[src/rtl/mss_pkg.sv]
// shared constants, types and helpers for the motor speed step sequencer
// no dependencies; imported by the sequencer top level

package mss_pkg;

  localparam logic [1:0] OP_LOAD  = 2'd0;
  localparam logic [1:0] OP_START = 2'd1;
  localparam logic [1:0] OP_TICK  = 2'd2;

  localparam int MAX_STEPS   = 16;
  localparam int TABLE_DEPTH = 16;
  localparam int STEP_LIMIT  = (MAX_STEPS < TABLE_DEPTH) ? MAX_STEPS : TABLE_DEPTH;
  localparam int SLOT_W      = $clog2(TABLE_DEPTH);
  localparam int POS_W       = $clog2(TABLE_DEPTH + 1);

  localparam int ID_W      = 16;
  localparam int SPEED_W   = 14;
  localparam int REQ_W     = 16;
  localparam int TIME_W    = 32;
  localparam int COUNT_W   = 8;
  localparam int ENTRY_W   = SPEED_W + TIME_W;

  localparam logic signed [REQ_W-1:0] SPEED_MIN = -16'sd6000;
  localparam logic signed [REQ_W-1:0] SPEED_MAX = 16'sd6000;

  typedef struct packed {
    logic signed [SPEED_W-1:0] speed;
    logic [TIME_W-1:0]         dur;
  } step_entry_t;

  function automatic logic signed [SPEED_W-1:0] clamp_speed(
    input logic signed [REQ_W-1:0] req
  );
    logic signed [REQ_W-1:0] s;
    s = req;
    if (s < SPEED_MIN) s = SPEED_MIN;
    if (s > SPEED_MAX) s = SPEED_MAX;
    return s[SPEED_W-1:0];
  endfunction

  function automatic logic [POS_W-1:0] clamp_count(input logic [COUNT_W-1:0] cnt);
    logic [POS_W-1:0] res;
    if (int'(cnt) > STEP_LIMIT) res = POS_W'(STEP_LIMIT);
    else                        res = POS_W'(cnt);
    return res;
  endfunction

endpackage

[src/rtl/mss_ram.sv]
// generic single-port-write, registered-read ram
// no dependencies

module mss_ram #(
  parameter int WIDTH = 8,
  parameter int DEPTH = 16
) (
  input  logic                     clk,
  input  logic                     wr_en,
  input  logic [$clog2(DEPTH)-1:0] wr_addr,
  input  logic [WIDTH-1:0]         wr_data,
  input  logic                     rd_en,
  input  logic [$clog2(DEPTH)-1:0] rd_addr,
  output logic [WIDTH-1:0]         rd_data
);

  logic [WIDTH-1:0] mem [DEPTH];

  always_ff @(posedge clk) begin
    if (wr_en) begin
      mem[wr_addr] <= wr_data;
    end
    if (rd_en) begin
      rd_data <= mem[rd_addr];
    end
  end

endmodule

[src/rtl/motor_speed_step_sequencer.sv]
// motor speed step sequencer top level: step table ram, state update stage, output register
// depends on mss_pkg and mss_ram

// Takes one item per clock cycle when the result side keeps up. A load writes its
// step straight into the step table; a start or tick reads the table when it is
// transferred and its state update is made in the update stage after that read; a
// status from a start or an expiring tick then goes through the output register to
// the out_ channel. The read address of a tick is forwarded from the update stage,
// so back-to-back ticks see each other's step advance. Reading a step slot that was
// never loaded gives an undefined speed and duration.
module motor_speed_step_sequencer
  import mss_pkg::*;
(
  input  logic                      clk,
  input  logic                      rst_n,
  input  logic                      in_valid,
  output logic                      in_stall,
  input  logic [1:0]                in_op,
  input  logic [ID_W-1:0]           in_seq_id,
  input  logic [SLOT_W-1:0]         in_step_slot,
  input  logic signed [REQ_W-1:0]   in_step_speed,
  input  logic [TIME_W-1:0]         in_step_time,
  input  logic [COUNT_W-1:0]        in_count_req,
  input  logic [TIME_W-1:0]         in_elapsed,
  output logic                      out_valid,
  input  logic                      out_stall,
  output logic [ID_W-1:0]           out_status_id,
  output logic signed [SPEED_W-1:0] out_drive_speed,
  output logic                      out_running
);

  // sequencer state
  logic [POS_W-1:0]  step_total_r, step_total_nxt;
  logic [POS_W-1:0]  step_pos_r, step_pos_nxt;
  logic [TIME_W-1:0] time_left_r, time_left_nxt;
  logic              is_active_r, is_active_nxt;
  logic [ID_W-1:0]   active_id_r, active_id_nxt;

  // update stage
  logic              s1_valid_r;
  logic [1:0]        s1_op_r;
  logic [ID_W-1:0]   s1_id_r;
  logic [POS_W-1:0]  s1_cnt_r;
  logic [TIME_W-1:0] s1_elapsed_r;

  // output register
  logic                      out_valid_r;
  logic [ID_W-1:0]           out_id_r;
  logic signed [SPEED_W-1:0] out_speed_r;
  logic                      out_run_r;

  logic                      accept;
  logic                      s1_go;
  logic                      s1_res;
  logic [ID_W-1:0]           res_id;
  logic signed [SPEED_W-1:0] res_speed;
  logic                      res_run;
  logic [SLOT_W-1:0]         rd_addr;
  logic [POS_W-1:0]          pos_inc;
  logic [ENTRY_W-1:0]        rd_word;
  step_entry_t               rd_entry;
  step_entry_t               wr_entry;

  assign rd_entry = step_entry_t'(rd_word);
  assign wr_entry = '{speed: clamp_speed(in_step_speed), dur: in_step_time};

  assign pos_inc = step_pos_r + POS_W'(1);

  // state update for the item in the update stage
  always_comb begin
    step_total_nxt = step_total_r;
    step_pos_nxt   = step_pos_r;
    time_left_nxt  = time_left_r;
    is_active_nxt  = is_active_r;
    active_id_nxt  = active_id_r;
    s1_res         = 1'b0;
    res_id         = active_id_r;
    res_speed      = '0;
    res_run        = 1'b0;
    if (s1_valid_r) begin
      case (s1_op_r)
        OP_START: begin
          s1_res         = 1'b1;
          active_id_nxt  = s1_id_r;
          step_total_nxt = s1_cnt_r;
          step_pos_nxt   = '0;
          res_id         = s1_id_r;
          if (s1_cnt_r != '0 && rd_entry.dur != '0) begin
            is_active_nxt = 1'b1;
            time_left_nxt = rd_entry.dur;
            res_speed     = rd_entry.speed;
            res_run       = 1'b1;
          end else begin
            is_active_nxt = 1'b0;
          end
        end
        OP_TICK: begin
          if (is_active_r && s1_id_r == active_id_r) begin
            if (s1_elapsed_r >= time_left_r) begin
              s1_res       = 1'b1;
              step_pos_nxt = pos_inc;
              if (pos_inc < step_total_r) begin
                time_left_nxt = rd_entry.dur;
                res_speed     = rd_entry.speed;
                res_run       = 1'b1;
              end else begin
                is_active_nxt = 1'b0;
              end
            end else begin
              time_left_nxt = time_left_r - s1_elapsed_r;
            end
          end
        end
        default: ;
      endcase
    end
  end

  assign s1_go    = s1_valid_r && (!s1_res || !out_valid_r || !out_stall);
  assign in_stall = s1_valid_r && !s1_go;
  assign accept   = in_valid && !in_stall;

  // tick reads the next step, using the position after the stage ahead of it
  always_comb begin
    if (in_op == OP_TICK) rd_addr = SLOT_W'(step_pos_nxt + POS_W'(1));
    else                  rd_addr = '0;
  end

  mss_ram #(
    .WIDTH (ENTRY_W),
    .DEPTH (TABLE_DEPTH)
  ) u_step_ram (
    .clk     (clk),
    .wr_en   (accept && in_op == OP_LOAD),
    .wr_addr (in_step_slot),
    .wr_data (wr_entry),
    .rd_en   (accept),
    .rd_addr (rd_addr),
    .rd_data (rd_word)
  );

  always_ff @(posedge clk) begin
    if (!rst_n) begin
      step_total_r <= '0;
      step_pos_r   <= '0;
      time_left_r  <= '0;
      is_active_r  <= 1'b0;
      active_id_r  <= '0;
      s1_valid_r   <= 1'b0;
      out_valid_r  <= 1'b0;
    end else begin
      if (s1_go) begin
        step_total_r <= step_total_nxt;
        step_pos_r   <= step_pos_nxt;
        time_left_r  <= time_left_nxt;
        is_active_r  <= is_active_nxt;
        active_id_r  <= active_id_nxt;
      end
      if (accept) begin
        s1_valid_r <= 1'b1;
      end else if (s1_go) begin
        s1_valid_r <= 1'b0;
      end
      if (s1_go && s1_res) begin
        out_valid_r <= 1'b1;
      end else if (!out_stall) begin
        out_valid_r <= 1'b0;
      end
    end
  end

  always_ff @(posedge clk) begin
    if (accept) begin
      s1_op_r      <= in_op;
      s1_id_r      <= in_seq_id;
      s1_cnt_r     <= clamp_count(in_count_req);
      s1_elapsed_r <= in_elapsed;
    end
    if (s1_go && s1_res) begin
      out_id_r    <= res_id;
      out_speed_r <= res_speed;
      out_run_r   <= res_run;
    end
  end

  assign out_valid       = out_valid_r;
  assign out_status_id   = out_id_r;
  assign out_drive_speed = out_speed_r;
  assign out_running     = out_run_r;

endmodule

[config.mk]
export PLATFORM = sky130hd
export DESIGN_NAME = motor_speed_step_sequencer
export DESIGN_NICKNAME = d
export VERILOG_FILES = /design/src/rtl/mss_pkg.sv /design/src/rtl/mss_ram.sv /design/src/rtl/motor_speed_step_sequencer.sv
export SDC_FILE = /design/constraint.sdc
export NUM_CORES = 1
export LEC_CHECK = 0
export BUFFER_PORTS_ARGS = -buffer_cell sky130_fd_sc_hd__buf_2
export CAP_MARGIN = 5
export CORE_ASPECT_RATIO = 1.2
export CORE_MARGIN = 1
export CORE_UTILIZATION = 45
export DETAILED_ROUTE_END_ITERATION = 16
export MAX_ROUTING_LAYER = met4
export PLACE_DENSITY_LB_ADDON = 0.1
export SLEW_MARGIN = 30
export SYNTH_ARGS = -nofsm -noshare
export SYNTH_HDL_FRONTEND = slang
export SYNTH_SLANG_ARGS = --single-unit
[constraint.sdc]
create_clock -name clk -period 15.9 [get_ports clk]
set_input_delay 1.59 -clock clk [delete_from_list [all_inputs] [get_ports clk]]
set_output_delay 1.59 -clock clk [all_outputs]
set_load 0.02 [all_outputs]
Word level (Yosys, flattened, before mapping):

Memory sizes are Yosys's and may differ from the RTL's. A register that Yosys moved wholly into a read port is not among the register bits.
Cells that the tools add are included.

* register bits: 147
* memory bits (writable): 736
* output and inout port bits: 33
* memories kept: 1

Memory list
* u_step_ram.mem: depth 16, width 46, read ports 1, clocked after Yosys merged registers in 1, wr ports 1, RTL line mss_ram.sv:17 `logic [WIDTH-1:0] mem [DEPTH];`

* add/sub/neg operators: 3
* magnitude comparators: 5
* equality and inequality tests: 10
* muxes and demuxes: 38
* reductions and logical operators: 22

Operators with widths (number)
* $mux W32: 4
* $mux W14: 5
* $pmux W32 S2: 1
* $mux W16: 3
* $ge A32 B32 Y1: 1
* $reduce_bool A32 Y1: 1
* $sub A32 B32 Y32: 1
* $pmux W14 S2: 1
* $eq A16 B16 Y1: 1
* $gt A16 B14 Y1 const B: 1
* $lt A16 B14 Y1 const B: 1
* $mux W1: 16
* $mux W5: 3
* $reduce_and A6 Y1: 2
* $pmux W5 S2: 1
* $gt A8 B5 Y1 const B: 1
* $ne A2 B2 Y1 const B: 4
* $logic_and A1 B1 Y1: 7
* $pmux W1 S2: 3
* $add A5 B1 Y5 const B: 1
* $logic_not A1 Y1: 5
* $lt A5 B5 Y1: 1
* $reduce_bool A5 Y1: 1
* $add A4 B1 Y4 const B: 1
* other kinds (9): 12

Logic depth before layout (Yosys ltp):

Gate-level depths: netlist of the first run.

* depth after elaboration: 16
* depth in mapped cells: 24
* depth with buffers taken out: 18

By module:

A second synthesis of the first run with hierarchy kept.

* cells, all modules: 2017
* area total of the unflattened synthesis: 37221.9 µm²

By module, submodules not included
* mss_ram: instances 1, cells each 1191, area an instance 28954.0 µm², sequential area each 23482.5 µm²
* motor_speed_step_sequencer: instances 1, cells each 826, area an instance 8267.9 µm², sequential area each 3803.6 µm²

Least setup slack after synthesis of the first run:

Ideal clock, no wire load.

* path type: reg-to-reg
* start point: register s1_elapsed_r[0]
* end point: register s1_cnt_r[0], enable pin
* setup time: 0.572 ns
* arrival: 6.944 ns
* required time: 15.328 ns
* setup slack: 8.383 ns
* cell stages (with the launch flop): 13
* path buffers: 1
* clock period less this slack: 7.517 ns
* cell sequence: edfxtp_1 ha_1 fa_1 nand2b_1 a21oi_1 a211oi_1 o21ai_1 a21o_1 buf_2 a211oi_1 o21ai_1 nor2_2 nor2b_1

* longest elaborated chain between the ends: 13

Ends and longest elaborated chain
* start: declaration: RTL line motor_speed_step_sequencer.sv:44 `logic [TIME_W-1:0] s1_elapsed_r;`
* start signal: assignment: RTL line motor_speed_step_sequencer.sv:177 `s1_elapsed_r <= in_elapsed;`
* $ge A32 B32 Y1: RTL line motor_speed_step_sequencer.sv:99 `if (s1_elapsed_r >= time_left_r) begin`
* $mux W1: RTL line motor_speed_step_sequencer.sv:99
* $mux W1: RTL line motor_speed_step_sequencer.sv:98 `if (is_active_r && s1_id_r == active_id_r) begin`
* $pmux W1 S2: RTL line motor_speed_step_sequencer.sv:81 `case (s1_op_r)`
* $mux W1: RTL line motor_speed_step_sequencer.sv:80 `if (s1_valid_r) begin`
* $logic_not A1 Y1: RTL line motor_speed_step_sequencer.sv:119 `assign s1_go = s1_valid_r && (!s1_res || !out_valid_r || !out_stall);`
* $logic_or A1 B1 Y1 (2 in series): RTL line motor_speed_step_sequencer.sv:119
* $logic_and A1 B1 Y1: RTL line motor_speed_step_sequencer.sv:119
* $logic_not A1 Y1: RTL line motor_speed_step_sequencer.sv:120 `assign in_stall = s1_valid_r && !s1_go;`
* $logic_and A1 B1 Y1: RTL line motor_speed_step_sequencer.sv:120
* via in_stall: RTL line motor_speed_step_sequencer.sv:17 `output logic in_stall,`
* $logic_not A1 Y1: RTL line motor_speed_step_sequencer.sv:121 `assign accept = in_valid && !in_stall;`
* $logic_and A1 B1 Y1: RTL line motor_speed_step_sequencer.sv:121
* via accept: RTL line motor_speed_step_sequencer.sv:52 `logic accept;`
* end signal: assignment: RTL line motor_speed_step_sequencer.sv:176 `s1_cnt_r <= clamp_count(in_count_req);`
* end: declaration: RTL line motor_speed_step_sequencer.sv:43 `logic [POS_W-1:0] s1_cnt_r;`

The timed path passes the listed nets, and every way through them passes these cells.
A chain may end at the register's enable or synchronous reset.

Worst setup path in the final report of the first run:

* start point: register time_left_r[0]
* end point: register u_step_ram.rd_data[20] (read register of u_step_ram.mem) (data pin)

* longest elaborated chain between the ends: 13

Ends and longest elaborated chain
* start: declaration: RTL line motor_speed_step_sequencer.sv:35 `logic [TIME_W-1:0] time_left_r, time_left_nxt;`
* start signal: assignment: RTL line motor_speed_step_sequencer.sv:155 `time_left_r <= time_left_nxt;`
* $ge A32 B32 Y1 *: RTL line motor_speed_step_sequencer.sv:99
* parallel branches: the longest is 12 deep, another holds $add A4 B1 Y4
* end: declaration: RTL line mss_ram.sv:14 `output logic [WIDTH-1:0] rd_data`

Mark *: on every way between the ends.

==> metrics.md, run 1 <==
| Metric | Value |
|---|---|
| Worst-skew pair later-pin latency | between 0.6 and 0.7 ns |
| Footprint of the multi-input gates | 11370 um^2 |
| Most common cell after layout, fill and taps aside | edfxtp_1 |
| Synth warn | 0 |
| First-pass GRT wire length | around 150000 um |
| Worst path required time | 16.37 ns |
| Highest clock rate | 0.1540 GHz |
| DRT iter0 DRCs | ~1.9k |
| Post-Synthesis Net Count | ~2.8k |
| Critical path class | reg2reg |
| Root Driver | clkbuf_16 |
| Syn Area/Cell | 14.81 um^2 |
| Fin nets | roughly 2.9k |
| Setup WS post-layout | 9.406 ns |
| Yosys reg bits | a little over 900 |
| Routed Antenna Nets | 0 |
| Ys async rst share | 0 |
| DRC | 0 |
| Antenna violations before repair | 6 |
| PostCTS Resize Cnt | 0 |
| Slew headroom | 0.3413 |
| Share of cells above drive strength 1 | 0.1339 |
| Post-synth EDFFs | approximately 870 |
| CTS sink count | between 900 and 1k |
| Clk buf depth | 3 |
| First-pass detailed-route iteration total | 7 |
| Power share of the clock group | 0.412 |
| Die area | around 89000 um^2 |
| Final Core Density | 0.5109 |
| GPL Wtd Cong | between 0.9 and 1 |
| CP max-delay cell | and3_4 |
| Met3 Usage GRT | 0.02734 |
| Synth Cell Area | between 30000 and 40000 um^2 |
| Sw Pwr | around 1.2 mW |
| Startpoint Class | flip-flop |
| Via/cell ratio | 5.975 |
| Worst slew pin tran | between 0.9 and 1 ns |
| Number of I/O pins | 147 |
| Total grt overflow | 0 |
| Row count | around 120 |
| Logic pwr share | 0.080 |
| Max incr delay on CP | 0.58 ns |
| Detailed Place HPWL | 51110 um |
| RSZ-0062 raised after global routing | false |
| PD cells | 120.8 nW/um^2 |
| Initial core utilization | 0.4537 |
| Core area | slightly below 90000 um^2 |
| Most frequent cells in the layout | edfxtp_1 (868), o211ai_1 (377), mux2i_1 (347), nand4_1 (200), buf_2 (146) |
| CTS tree | done |
| Final Cycle Share | 0.4084 |
| Outcome | completed |
| GR met2 Demand/Resource | 0.3862 |
| Setup-failing EPs final | 0 |
| Main synth FF type | edfxtp_1 |
| Cells along the critical path | inv_1 > ha_1 > fa_1 > nand2b_1 > a21oi_1 > a211oi_1 > o21ai_1 > a21o_1 > a211o_1 > and3_4 > inv_16 > ha_1 > nand2_8 > buf_12 > buf_16 > nand4_1 > o211ai_1 > mux2i_1 > mux2i_1 |
| Met1 usage in global routing | 0.2978 |
| Hold_buf cts | 0 |
| Post-synthesis instance total | between 2k and 3k |
| DR vias | approximately 24k |
| Max Slew Vio Count | 0 |
| Cell Area, Placed | 41580 um^2 |
| Die X | ~270 um |
| Unique masters post-synth | between 60 and 70 |
| Die extent in y | approximately 330 um |
| CP max FO | 144 |
| TritonCTS buffer count | 96 |
| Post-route setup TNS | 0 ns |
| Post-CTS Setup Inserts | 0 |
| Worst Path Arrival | roughly 7 ns |
| Pre-CTS WS | 9.162 ns |
| Total Routed Length | ~100000 um |
| HP Class | reg2reg |
| Clock transition at path regs | 0.06 ns |
| Max VDD drop | ~0.092 mV |
| Net Sw Frac | 0.2277 |
| Largest net degree at the start of global routing | roughly 160 |
| Total GRT Usage | 0.2326 |
| Global route hottest layer | met2 |
| Tmin final | approximately 6.5 ns |
| Max_cap viols | 0 |
| Final Cell Area | 44730 um^2 |
| Leakage | 15.08 nW |
| Hold Fails Final Rpt | 0 |
| Synth-to-Final Area Change | 12.60% |
| Sequential area share after synthesis | 0.6870 |
| Fillcell total | between 7k and 8k |
| IO Port Bufs | roughly 150 |
| Register area | ~27000 um^2 |
| Endpoint type of the worst setup path | flip-flop |
| H-tree levels | 3 |
| Flop pwr share | 0.508 |
| Vias in the first global route | 23.91k |
| WL per Instance | 25.43 um |
| Worst hold margin | ~0.5 ns |
| Internal power | around 4.2 mW |
| Worst Skew | about 0.025 ns |
-- worst max-delay path: cells and delay by family (launching register included) --
kind / cells / cell delay (ns)
compound gates: 6 / 1.56
buf+inv: 4 / 1.18
mux: 2 / 0.34
simple gates: 4 / 1.36
fa+ha+maj: 3 / 1.09
flops: 1 / 0.33
-- flip-flops by register name (all words and copies together) (netlist names), 14 cells and up --
register	count
u_step_ram.mem	736
out_drive_speed	14
active_id_r	16
u_step_ram.rd_data	46
out_status_id	16
time_left_r	32
s1_id_r	16
s1_elapsed_r	32
-- cell usage after synthesis (6+ instances only) --
library cell	n	area share
o211a_1	7	0.0018
buf_6	14	0.0040
nand4_1	200	0.032
clkbuf_1	134	0.013
o21ai_0	44	0.0055
nand2b_1	10	0.0016
nor3_1	9	0.0011
o211ai_1	377	0.071
mux2_2	16	0.0045
a211oi_1	14	0.0026
buf_1	14	0.0013
buf_4	12	0.0023
buf_2	39	0.0049
nand2_1	61	0.0058
inv_1	61	0.0058
nor4_1	13	0.0020
a21o_1	21	0.0040
ha_1	41	0.013
mux2i_1	347	0.087
nor2_1	83	0.0078
o21bai_1	8	0.0015
a21oi_1	46	0.0058
nand3_1	14	0.0018
xnor2_1	24	0.0053
dfxtp_1	61	0.031
a311oi_1	6	0.0013
xor2_1	21	0.0046
nor2b_1	10	0.0016
edfxtp_1	868	0.66
and2_1	24	0.0038
a31oi_1	10	0.0016
o21a_1	6	0.0011
-- cells by family after synthesis --
family          after synthesis  share of synthesized area
compound gates              574                     0.1037
xor+xnor                     45                   0.009923
fa+ha+maj                    42                    0.01342
buf+inv                     277                    0.03163
flops                       929                     0.6870
mux                         363                    0.09198
simple gates                452                    0.06240
-- power by group through the flow --
stage | clock, mW | combinational, mW | sequential (mW)
2_1_floorplan | 0 | 0.308 | 2.79
5_1_grt | 2.36 | 0.473 | 2.74
4_1_cts | 2.27 | 0.432 | 2.74
6_report | 2.23 | 0.432 | 2.74
3_5_place_dp | 0 | 0.431 | 2.79
3_3_place_gp | 0 | 0.419 | 2.79
-- final timing paths --
check / startpoint / end / slack, ns / cells after the start
worst max register to register: time_left_r[0] / u_step_ram.rd_data[20] / 9.41 / 19
worst min register to register: is_active_r / is_active_r / 0.49 / 2
worst min-delay path: is_active_r / is_active_r / 0.49 / 2
worst max-delay path: time_left_r[0] / u_step_ram.rd_data[20] / 9.41 / 19
-- final cells by class --
type,count,area share
Sequential cell,929,0.6101
Multi-Input combinational cell,1476,0.2542
Clock buffer,123,0.05738
Tap cell,1149,0.03214
Timing Repair Buffer,196,0.02893
Clock inverter,51,0.01164
Inverter,62,0.005567
Antenna cell,2,0.0001119
-- per-stage QoR --
stage | power, mW | cells
6_report | 5.401 | 3988
5_1_grt | 5.582 | 3988
4_1_cts | 5.446 | 3985
3_5_place_dp | 3.225 | 3811
3_3_place_gp | 3.212 | 3808
2_1_floorplan | 3.094 | 2682
-- metal layers --
layer / share of wire / vias up
met5: 0 / -
met4: 0.024 / 0
met3: 0.046 / 144
met2: 0.50 / 647
met1: 0.43 / 12130
li1: - / 10910
(Power assumes the default switching activity.)
==> run 2: changes to the inputs <==
==> constraint.sdc (replaced) <==
create_clock -name clk -period 5.77 [get_ports clk]
set_input_delay 0.577 -clock clk [delete_from_list [all_inputs] [get_ports clk]]
set_output_delay 0.577 -clock clk [all_outputs]
set_load 0.02 [all_outputs]
==> run 2 against run 1 <==
  * Via count about the same
  * Sequential share of layout area decreased by 0.53 points
  * Cell count grew 0.55%
  * Combinational power grew to 2.9 times the previous value
  * Clock power grew to 2.8 times the previous value
  * Sequential power grew to 2.8 times the previous value
  * Routed wire length fell by 1.5%
  * Count of clock-buffer cells in the layout shrank 13
  * Power grew to 2.8 times the previous value
  * Cell area rose by 0.88%
  * Global-route usage fell by 0.35 points
  * Core utilization rose by 0.45 points
  * Critical path type unchanged
  * Largest cell class unchanged
==> metrics.md, run 2 (synthesis results as in run 1) <==
| Metric | Value |
|---|---|
| Outcome | completed |
| Detailed Place HPWL | 55990 um (+9.5%) |
| Core area | 87550 um^2 (unchanged) |
| Max incr delay on CP | 0.48 ns (-0.10 ns) |
| Largest regs | u_step_ram.mem (736), u_step_ram.rd_data (46) |
| Startpoint Class | flip-flop |
| Number of I/O pins | 147 (unchanged) |
| Fin nets | 2941 (+0.82%) |
| Root Driver | clkbuf_16 |
| Delay-heaviest family, CP | compound AO/OA/AOI/OAI gates |
| Initial core utilization | 0.4537 (unchanged) |
| Highest clock rate | 0.1898 GHz (+23%) |
| Most frequent cells in the layout | edfxtp_1 (868), o211ai_1 (377), mux2i_1 (347), nand4_1 (200), buf_2 (146) |
| Clock transition at path regs | 0.06 ns (about the same) |
| Die extent in y | 327.5 um (unchanged) |
| First-pass GRT wire length | 150400 um (-0.34%) |
| Worst Skew | 0.02436 ns (-0.0006248 ns) |
| Worst Path Arrival | 5.64 ns (-1.33 ns) |
| PD cells | 331.0 nW/um^2 (+170%) |
| Max VDD drop | 0.2245 mV (+140%) |
| Total grt overflow | 0 (unchanged) |
| Total GRT Usage | 0.2291 (-0.003492) |
| Hold Fails Final Rpt | 0 (unchanged) |
| Row count | 119 (unchanged) |
| Routed Antenna Nets | 0 (unchanged) |
| Vias in the first global route | 24.15k (+1.0%) |
| Worst slew pin tran | 0.9121 ns (-0.07589 ns) |
| Post-CTS Setup Inserts | 0 (unchanged) |
| Worst hold start | in_seq_id[3] |
| Crit path capture | u_step_ram.rd_data[12] |
| Endpoint type of the worst setup path | flip-flop |
| Most common cell after layout, fill and taps aside | edfxtp_1 |
| Worst Path Buf+Inv | 1 (-3) |
| CP max-delay cell | mux2i_1 |
| HP Class | in2reg |
| Worst-skew pair later-pin latency | 0.66 ns (about the same) |
| Total power | 14.93 mW (+180%) |
| DRC | 0 (unchanged) |
| Most flops, register | u_step_ram.mem |
| CTS sink count | 929 (unchanged) |
| Largest net degree at the start of global routing | 158 (-0.63%) |
| Die area | 89460 um^2 (unchanged) |
| Worst r2r src | s1_elapsed_r[0] |
| Crit path from | s1_elapsed_r[0] |
| TritonCTS buffer count | 95 (-1.0%) |
| Crit. path cell count | 18 (-1) |
| Via/cell ratio | 5.946 (-0.49%) |
| Critical path class | reg2reg |
| IO Port Bufs | 146 (unchanged) |
| H-tree levels | 3 (unchanged) |
| FF-to-FF path depth | 18 (-1) |
| CTS tree | done |
| Worst path required time | 6.14 ns (-10.23 ns) |
| Footprint of the multi-input gates | 11390 um^2 (+0.21%) |
| Clk buf depth | 3 (unchanged) |
| Critical R2R Capture | u_step_ram.rd_data[12] |
| Setup-failing EPs final | 0 (unchanged) |
| PostCTS Resize Cnt | 0 (unchanged) |
| DR vias | 23.84k (+0.063%) |
| Total Routed Length | 99920 um (-1.5%) |
| DRT iter0 DRCs | 1715 (-8.5%) |
| Max Slew Vio Count | 0 (unchanged) |
| RSZ-0062 raised after global routing | false |
| Tmin final | 5.269 ns (-1.226 ns) |
| FF-to-FF setup slack | 0.50 ns (-8.90 ns) |
| Register area | 27290 um^2 (unchanged) |
| Fillcell total | 7346 (+0.34%) |
| Final Cycle Share | 0.9131 (+0.5047) |
| Max reg flops | 736 (unchanged) |
| Antenna violations before repair | 2 (-4) |
| Hold_buf cts | 0 (unchanged) |
| GPL Wtd Cong | 0.8418 (-8.7%) |
| Die X | 273.2 um (unchanged) |
| First-pass detailed-route iteration total | 5 (-2) |
| Slew headroom | 0.3919 (+0.05060) |
| WL per Instance | 24.92 um (-2.0%) |
| Worst hold margin | 0.1000 ns (-0.3947 ns) |
| Share of cells above drive strength 1 | 0.1462 (+0.01221) |
| Cells along the critical path | ha_1 > fa_1 > nand2b_1 > a21oi_1 > a211oi_1 > o21ai_1 > a21o_1 > a21oi_2 > o21ai_0 > nand2_1 > nand2_1 > ha_1 > nand2_4 > buf_12 > o211ai_1 > o211ai_1 > mux2i_1 > mux2i_1 |
| Max_cap viols | 0 (unchanged) |
| Cell Area, Placed | 42010 um^2 (+1.0%) |
| CP max FO | 109 (-24%) |
| Post-route setup TNS | 0 ns (unchanged) |
| Final Cell Area | 45120 um^2 (+0.88%) |
| Synth-to-Final Area Change | 13.60% |
| Leakage | 15.31 nW (+1.5%) |
==> run 2: changes by cell type in the layout (fill, tap and decap cells not counted), sizes merged <==
cell,previous run,this run
bufinv,10,11
clkinv,33,39
clkbuf,123,110
inv,66,70
diode,2,1
buf,196,221
==> run 2: layout make-up <==
class | count | area share
flip-flops and latches | 929 | 0.6047
multi-input cells | 1476 | 0.2525
clock buffers | 110 | 0.05485
repair buffers | 221 | 0.03677
well taps | 1149 | 0.03186
clock inverters | 62 | 0.01375
inverters | 62 | 0.005518
diodes | 1 | 0.00005546
==> run 2: worst min path at each step <==
stage	end	slack [ns]	depth (start not counted)
3_3_place_gp	is_active_r	0.47	2
4_1_cts	s1_id_r[9]	0.06	1
5_1_grt	s1_id_r[10]	0.08	1
2_1_floorplan	is_active_r	0.45	2
3_5_place_dp	is_active_r	0.48	2
6_report	s1_id_r[3]	0.10	1
==> run 2: layer usage <==
metal / share of wire / global-route usage
met1: 0.44 / 0.2978
met2: 0.50 / 0.3785
met3: 0.041 / 0.02829
met4: 0.020 / 0.06279
met5: 0 / -
==> run 2: stage by stage <==
stage	instances	setup slack (ns)	util
after CTS	4009	0.5078	0.5152
final	4010	0.5014	0.5154
after detailed placement	3837	0.5613	0.4799
after floorplan	2682	0.1393	-
after global placement	3835	0.6167	0.4792
after global routing	4010	0.1439	0.5154
==> run 2: worst reg2reg max path, delay by kind of cell, from the launching register on <==
family	cells	cell delay, ns
adders and majority gates	3	0.89
buffers and inverters	1	0.38
DFF	1	0.39
and+or+nand+nor	4	0.57
AOI/OAI and AO/OA	8	2.14
muxes	2	0.64
==> run 2: report_power, final <==
| part | switching (mW) | internal, mW |
|---|---|---|
| Combinational | 0.811 | 0.436 |
| Sequential | 0.0589 | 7.49 |
| Clock | 2.57 | 3.57 |
